===== src/hw/rtl/bfsa_pkg.sv =====
`default_nettype none
// ----------------------------------------------------------------------------
// bfsa_pkg
// Shared types and codes for the best-fit segment allocator: transfer
// payloads, status codes, opcodes and the controller/datapath interface.
// ----------------------------------------------------------------------------
package bfsa_pkg;

   localparam int DW = 32;

   localparam logic [1:0] OP_ALLOC = 2'd0;
   localparam logic [1:0] OP_FREE  = 2'd1;
   localparam logic [1:0] OP_INIT  = 2'd2;

   localparam logic [3:0]  MAX_ALIGN_LOG2 = 4'd12;
   localparam logic [31:0] REGION_RESET   = 32'd1048576;
   localparam logic [2:0]  REG_REGION_ADDR = 3'd0;

   typedef enum logic [2:0] {
      ST_OK      = 3'd0,
      ST_OOM     = 3'd1,
      ST_DOUBLE  = 3'd2,
      ST_UNKNOWN = 3'd3,
      ST_FULL    = 3'd4,
      ST_BAD     = 3'd5
   } status_type;

   typedef struct packed {
      logic [1:0]    opcode;
      logic [DW-1:0] request_bytes;
      logic [3:0]    align_log2;
      logic [DW-1:0] free_address;
   } req_type;

   typedef struct packed {
      logic [2:0]    status;
      logic [DW-1:0] data_address;
      logic [DW-1:0] granted_bytes;
      logic [DW-1:0] used_bytes;
   } rsp_type;

   typedef struct packed {
      logic       capture;
      logic       init;
      logic       decode;
      logic       scan_start;
      logic       fscan;
      logic       ascan_start;
      logic       ascan;
      logic       commit;
      logic       shift;
      logic       final_step;
      logic       set_st;
      status_type st;
   } ctl_cmd_type;

   typedef struct packed {
      logic is_alloc;
      logic is_free;
      logic is_init;
      logic alloc_bad;
      logic free_bad;
      logic fscan_done;
      logic best_found;
      logic dbl;
      logic ascan_done;
      logic ascan_hit;
      logic fr_full;
      logic shift_done;
   } ctl_stat_type;

endpackage
`default_nettype wire


===== src/hw/rtl/bfsa_ctrl.sv =====
`default_nettype none
// ----------------------------------------------------------------------------
// bfsa_ctrl
// Sequencer for the allocator: walks each request through decode, free
// table scan, allocation table scan, commit, table shift and response.
// ----------------------------------------------------------------------------
module bfsa_ctrl (
   input  wire                     clock,
   input  wire                     reset,
   input  wire                     req_valid,
   output logic                    req_stall,
   input  wire                     out_free,
   output logic                    out_load,
   input  var bfsa_pkg::ctl_stat_type stat,
   output bfsa_pkg::ctl_cmd_type   cmd
);

   typedef enum logic [8:0] {
      S_BOOT   = 9'b000000001,
      S_IDLE   = 9'b000000010,
      S_DECODE = 9'b000000100,
      S_FSCAN  = 9'b000001000,
      S_ASCAN  = 9'b000010000,
      S_COMMIT = 9'b000100000,
      S_SHIFT  = 9'b001000000,
      S_FINAL  = 9'b010000000,
      S_RESP   = 9'b100000000
   } state_type;

   state_type state_ff, state_in;

   always_comb begin
      state_in  = state_ff;
      cmd       = '0;
      cmd.st    = bfsa_pkg::ST_OK;
      req_stall = 1'b1;
      out_load  = 1'b0;
      unique case (state_ff)
         S_BOOT: begin
            cmd.init = 1'b1;
            state_in = S_IDLE;
         end
         S_IDLE: begin
            req_stall = 1'b0;
            if (req_valid) begin
               cmd.capture = 1'b1;
               state_in    = S_DECODE;
            end
         end
         S_DECODE: begin
            cmd.decode = 1'b1;
            if (stat.is_init) begin
               cmd.init   = 1'b1;
               cmd.set_st = 1'b1;
               cmd.st     = bfsa_pkg::ST_OK;
               state_in   = S_RESP;
            end else if (stat.is_alloc && !stat.alloc_bad) begin
               cmd.scan_start = 1'b1;
               state_in       = S_FSCAN;
            end else if (stat.is_free && !stat.free_bad) begin
               cmd.scan_start = 1'b1;
               state_in       = S_FSCAN;
            end else begin
               cmd.set_st = 1'b1;
               cmd.st     = stat.is_free ? bfsa_pkg::ST_UNKNOWN : bfsa_pkg::ST_BAD;
               state_in   = S_RESP;
            end
         end
         S_FSCAN: begin
            cmd.fscan = 1'b1;
            if (stat.fscan_done) begin
               if (stat.is_alloc && !stat.best_found) begin
                  cmd.set_st = 1'b1;
                  cmd.st     = bfsa_pkg::ST_OOM;
                  state_in   = S_RESP;
               end else if (stat.is_free && stat.dbl) begin
                  cmd.set_st = 1'b1;
                  cmd.st     = bfsa_pkg::ST_DOUBLE;
                  state_in   = S_RESP;
               end else begin
                  cmd.ascan_start = 1'b1;
                  state_in        = S_ASCAN;
               end
            end
         end
         S_ASCAN: begin
            cmd.ascan = 1'b1;
            if (stat.ascan_done) begin
               if (stat.ascan_hit) begin
                  state_in = S_COMMIT;
               end else begin
                  cmd.set_st = 1'b1;
                  cmd.st     = stat.is_alloc ? bfsa_pkg::ST_FULL : bfsa_pkg::ST_UNKNOWN;
                  state_in   = S_RESP;
               end
            end
         end
         S_COMMIT: begin
            if (stat.is_free && stat.fr_full) begin
               cmd.set_st = 1'b1;
               cmd.st     = bfsa_pkg::ST_FULL;
               state_in   = S_RESP;
            end else begin
               cmd.commit = 1'b1;
               state_in   = S_SHIFT;
            end
         end
         S_SHIFT: begin
            cmd.shift = 1'b1;
            if (stat.shift_done) begin
               state_in = S_FINAL;
            end
         end
         S_FINAL: begin
            cmd.final_step = 1'b1;
            state_in       = S_RESP;
         end
         S_RESP: begin
            out_load = out_free;
            if (out_free) begin
               state_in = S_IDLE;
            end
         end
         default: begin
            state_in = S_IDLE;
         end
      endcase
   end

   always_ff @(posedge clock) begin
      if (reset) begin
         state_ff <= S_BOOT;
      end else begin
         state_ff <= state_in;
      end
   end

   // a transfer is only taken from idle and always leads to decode
   assert property (@(posedge clock) disable iff (reset)
      req_valid && !req_stall |=> state_ff == S_DECODE)
      else $error("request taken outside idle");

   // a result is loaded only when the output register can take it
   assert property (@(posedge clock) disable iff (reset)
      out_load |-> state_ff == S_RESP && out_free)
      else $error("result loaded into busy output register");

   assert property (@(posedge clock) disable iff (reset)
      $onehot(state_ff))
      else $error("controller state not one-hot");

endmodule
`default_nettype wire


===== config.mk =====
export PLATFORM = sky130hd
export DESIGN_NAME = bfsa_ctrl
export DESIGN_NICKNAME = d
export VERILOG_FILES = /design/src/hw/rtl/bfsa_pkg.sv /design/src/hw/rtl/bfsa_ctrl.sv
export SDC_FILE = /design/constraint.sdc
export NUM_CORES = 1
export LEC_CHECK = 0
export BUFFER_PORTS_ARGS = -buffer_cell sky130_fd_sc_hd__clkbuf_2
export CAP_MARGIN = 10
export CORE_UTILIZATION = 50
export DETAILED_ROUTE_END_ITERATION = 12
export GPL_TIMING_DRIVEN = 0
export PLACE_DENSITY = 0.83
export SLEW_MARGIN = 20
export SYNTH_ARGS = -nofsm -noshare
export SYNTH_HDL_FRONTEND = slang
export SYNTH_SLANG_ARGS = --single-unit

===== constraint.sdc =====
create_clock -name clock -period 3.92 [get_ports clock]
set_input_delay 0 -clock clock [delete_from_list [all_inputs] [get_ports clock]]
set_output_delay 0 -clock clock [all_outputs]
set_load 0.02 [all_outputs]

==> impl_results.md <==
- Fin area: about 970 sq um
- R2r endpoint: state_ff[8]
- CP max stage delay: ~460 ps
- Synthesized net count: about 110
- Reg-to-reg slack, setup: slightly above 2000 ps
- Crit-path max FO: 7
- Die ar.: 0.00166 sq mm
- Slew of the pin with the lowest slew margin: roughly 650 ps
- Starting Density: approximately 56%
- Fill cells: ~110
- Syn Inst Count: between 90 and 100
- Fin crit share: 54.2%
- Final wirelength: roughly 1800 microns
- Hold Crit Class: in -> reg
- Worst setup path endpoint: cmd[1]
- P&R area growth vs syn: 29.3%
- Cell Chain, Critical Path: nor4_4, nand4_1, nor3b_1, o2bb2ai_1, o2bb2ai_1, clkbuf_2
- Register Area: 180 sq um
- Top routing layer used: met4
- Status: finished, final reports clean
- Distinct cells, synth: 43
- Met2 WL: roughly 860 microns
- Number of max-cap violations: 0
- Maximum vdd ir drop: between 0.1 and 0.15 mV
- Place WS: 2090 ps
- H-tree levels: 1
- Clock transition at the registers of the reported paths: about 60 ps
- Cell Area, Placed: around 920 sq um
- Congestion Overflow GR: 0
- Clk_skew: ~5.4 ps
- Skew-Pair Late Insertion Delay: approximately 260 ps
- Sequential share of the synthesized area: a little under a quarter
- Drt first pass iters: 4
- Top Registers: state_ff (9)
- TNS Setup: 0 ps
- Tmin final: 2120 ps
- Number of cells on the critical path: 6
- Layout cell share with drive strength beyond 1: a little over a third
- LEAKAGE: 0.462 nW
- Average size of a mapped cell: just under 8 sq um
- Wire per inst: around 12 microns
- Worst path bufs/invs: 1
- Hpwl dp: ~1500 microns
- Routed vias/inst: about 5.8
- Crit path required time: 3920 ps
- CTS tree: done
- Largest net degree at the start of global routing: 8
- Final hold slack: approximately 45 ps
- Post-CTS Resized: 0
- Top Ports: 32
- Final net count: around 150
- CTS sink cnt: 9
- Largest register FFs: 9
- Synth Warn #: 0
- R2R cell count: 6
- FF-to-FF Start: state_ff[7]
- Post-CTS setup repair buffer count: 0
- Final Max Tran Viols: 0
- CP Class: reg -> out
- Worst Setup End Kind: output pin
- Clock root buffer: clkbuf_4
- First-pass GRT wire length: 2670 microns
- Crit path DAT: 2120 ps
- Vias in the first global route: 671
- Most used cell, CP: o2bb2ai_1
- Final Hold Vio Count: 0
- Slew headroom: 55.3%
- Hold_buf cts: 2
- Pwr dens: 216 mW/mm^2
- Fmax: 471 MHz
- Top Family by Delay on Critical Path: simple AND/OR/NAND/NOR gates
- RSZ-0062 raised after global routing: false
- # rows: 13
- I/O Buffers: 31
- Mapped Area: 751 sq um
- Die W: approximately 41 microns
- Antenna viol nets, final: 0
- Crit-path slowest cell: nor4_4
- Met1 wire length: 816 microns
- Final setup fails: 0
- Async set or reset register ratio after synthesis: 0%
- Core Footprint: between 0.001 and 0.0015 sq mm
- GP Congestion: roughly 0.9
- Footprint of the multi-input gates: 528 sq um
- TritonCTS Buffers: 3
- Initial antenna violation count: 0
- DRC: 0
- Iter 0 DRT Violations: 20
- Crit. Startpoint: state_ff[6]
- Top reg by flops: state_ff
- Yosys reg bits: 9
- Die height: 40.8 microns
- Met3 Wirelength: 152 microns
- Setup crit start kind: register
- Clk buf depth: 2
- Number of enable flip-flop cells after synthesis: 0
- Tot GR Track Use: between 20% and 30%
- N_diodes: 0
- Via count: 867
- Final worst-path setup slack: around 1800 ps
- Top FF cell, synth: dfxtp_1
cells in the mapped netlist (all sizes together) (3+ instances only):
| cell | n | area [sq um] |
|---|---|---|
| nand4 | 4 | 25.0 |
| a21oi | 5 | 25.0 |
| nor4 | 3 | 33.8 |
| nand2 | 10 | 37.5 |
| dfxtp | 9 | 180 |
| inv | 6 | 22.5 |
| nor2 | 15 | 63.8 |
| nor3b | 3 | 22.5 |
| nand2b | 4 | 25.0 |
| nor3 | 3 | 25.0 |
worst min-delay path by stage:
stage / from / to / slack (ps) / cells after the start
2_1_floorplan: reset / state_ff[1] / 70 / 1
4_1_cts: req_valid / state_ff[1] / 40 / 4
6_report: req_valid / state_ff[1] / 50 / 4
3_5_place_dp: stat[2] / state_ff[5] / 270 / 3
5_1_grt: req_valid / state_ff[1] / 80 / 4
3_3_place_gp: reset / state_ff[1] / 270 / 2
stage by stage:
step | instances | util (%) | power, mW
floorplan | 97 | - | 0.120
global placement | 143 | 68.5 | 0.136
detailed placement | 143 | 68.5 | 0.137
CTS | 149 | 71.9 | 0.211
global route | 149 | 71.9 | 0.220
finish | 149 | 71.9 | 0.209
kinds of logic (layout without fill, tap and decap cells):
family / after synthesis / count (layout) / synth area share (%)
and+or+nand+nor: 58 / 58 / 48.0
AOI/OAI and AO/OA: 19 / 19 / 19.8
DFF: 9 / 9 / 24.0
buffers and inverters: 9 / 46 / 5.67
xor gates and xnor gates: 1 / 1 / 1.17
muxes: 1 / 1 / 1.33
cell type report:
type	count	area share, %
Tap cell	15	1.93
Sequential cell	9	18.6
Clock buffer	4	2.71
Timing Repair Buffer	33	18.0
Inverter	6	2.32
Multi-Input combinational cell	79	54.4
Buffer	3	2.06
metal layers:
metal	vias to the layer above	global-route usage, %
met5	-	0
met4	0	11.7
met3	4	4.89
met2	39	40.9
met1	385	30.2
li1	439	-
power by group:
| part | switching [mW] | internal (mW) |
|---|---|---|
| combinational | 0.0234 | 0.0172 |
| clock | 0.0333 | 0.0393 |
| sequential | 0.00278 | 0.0935 |
worst min-delay path: stages:
cell	delay (ps)
clkbuf_2	70
inv_1	40
nand2b_1	80
a21oi_1	60
placed cells by master (no fill, tap or decap), types with 2 or more instances in the layout:
| master | synthesis | layout |
|---|---|---|
| and2_1 | 2 | 2 |
| dfxtp_1 | 9 | 9 |
| nand2_1 | 10 | 10 |
| clkbuf_4 | 0 | 3 |
| dlygate4sd3_1 | 0 | 2 |
| nor4_1 | 2 | 2 |
| clkbuf_2 | 0 | 31 |
| nand2b_1 | 4 | 4 |
| and4b_1 | 2 | 2 |
| nand3_1 | 2 | 2 |
| nor3_2 | 2 | 2 |
| nor2b_1 | 2 | 2 |
| a21oi_1 | 5 | 5 |
| inv_1 | 5 | 5 |
| o2bb2ai_1 | 2 | 2 |
| o221ai_1 | 2 | 2 |
| clkbuf_1 | 1 | 2 |
| nand4_1 | 4 | 4 |
| nor2_1 | 14 | 14 |
| nor3b_1 | 3 | 3 |
(Power assumes the default switching activity.)
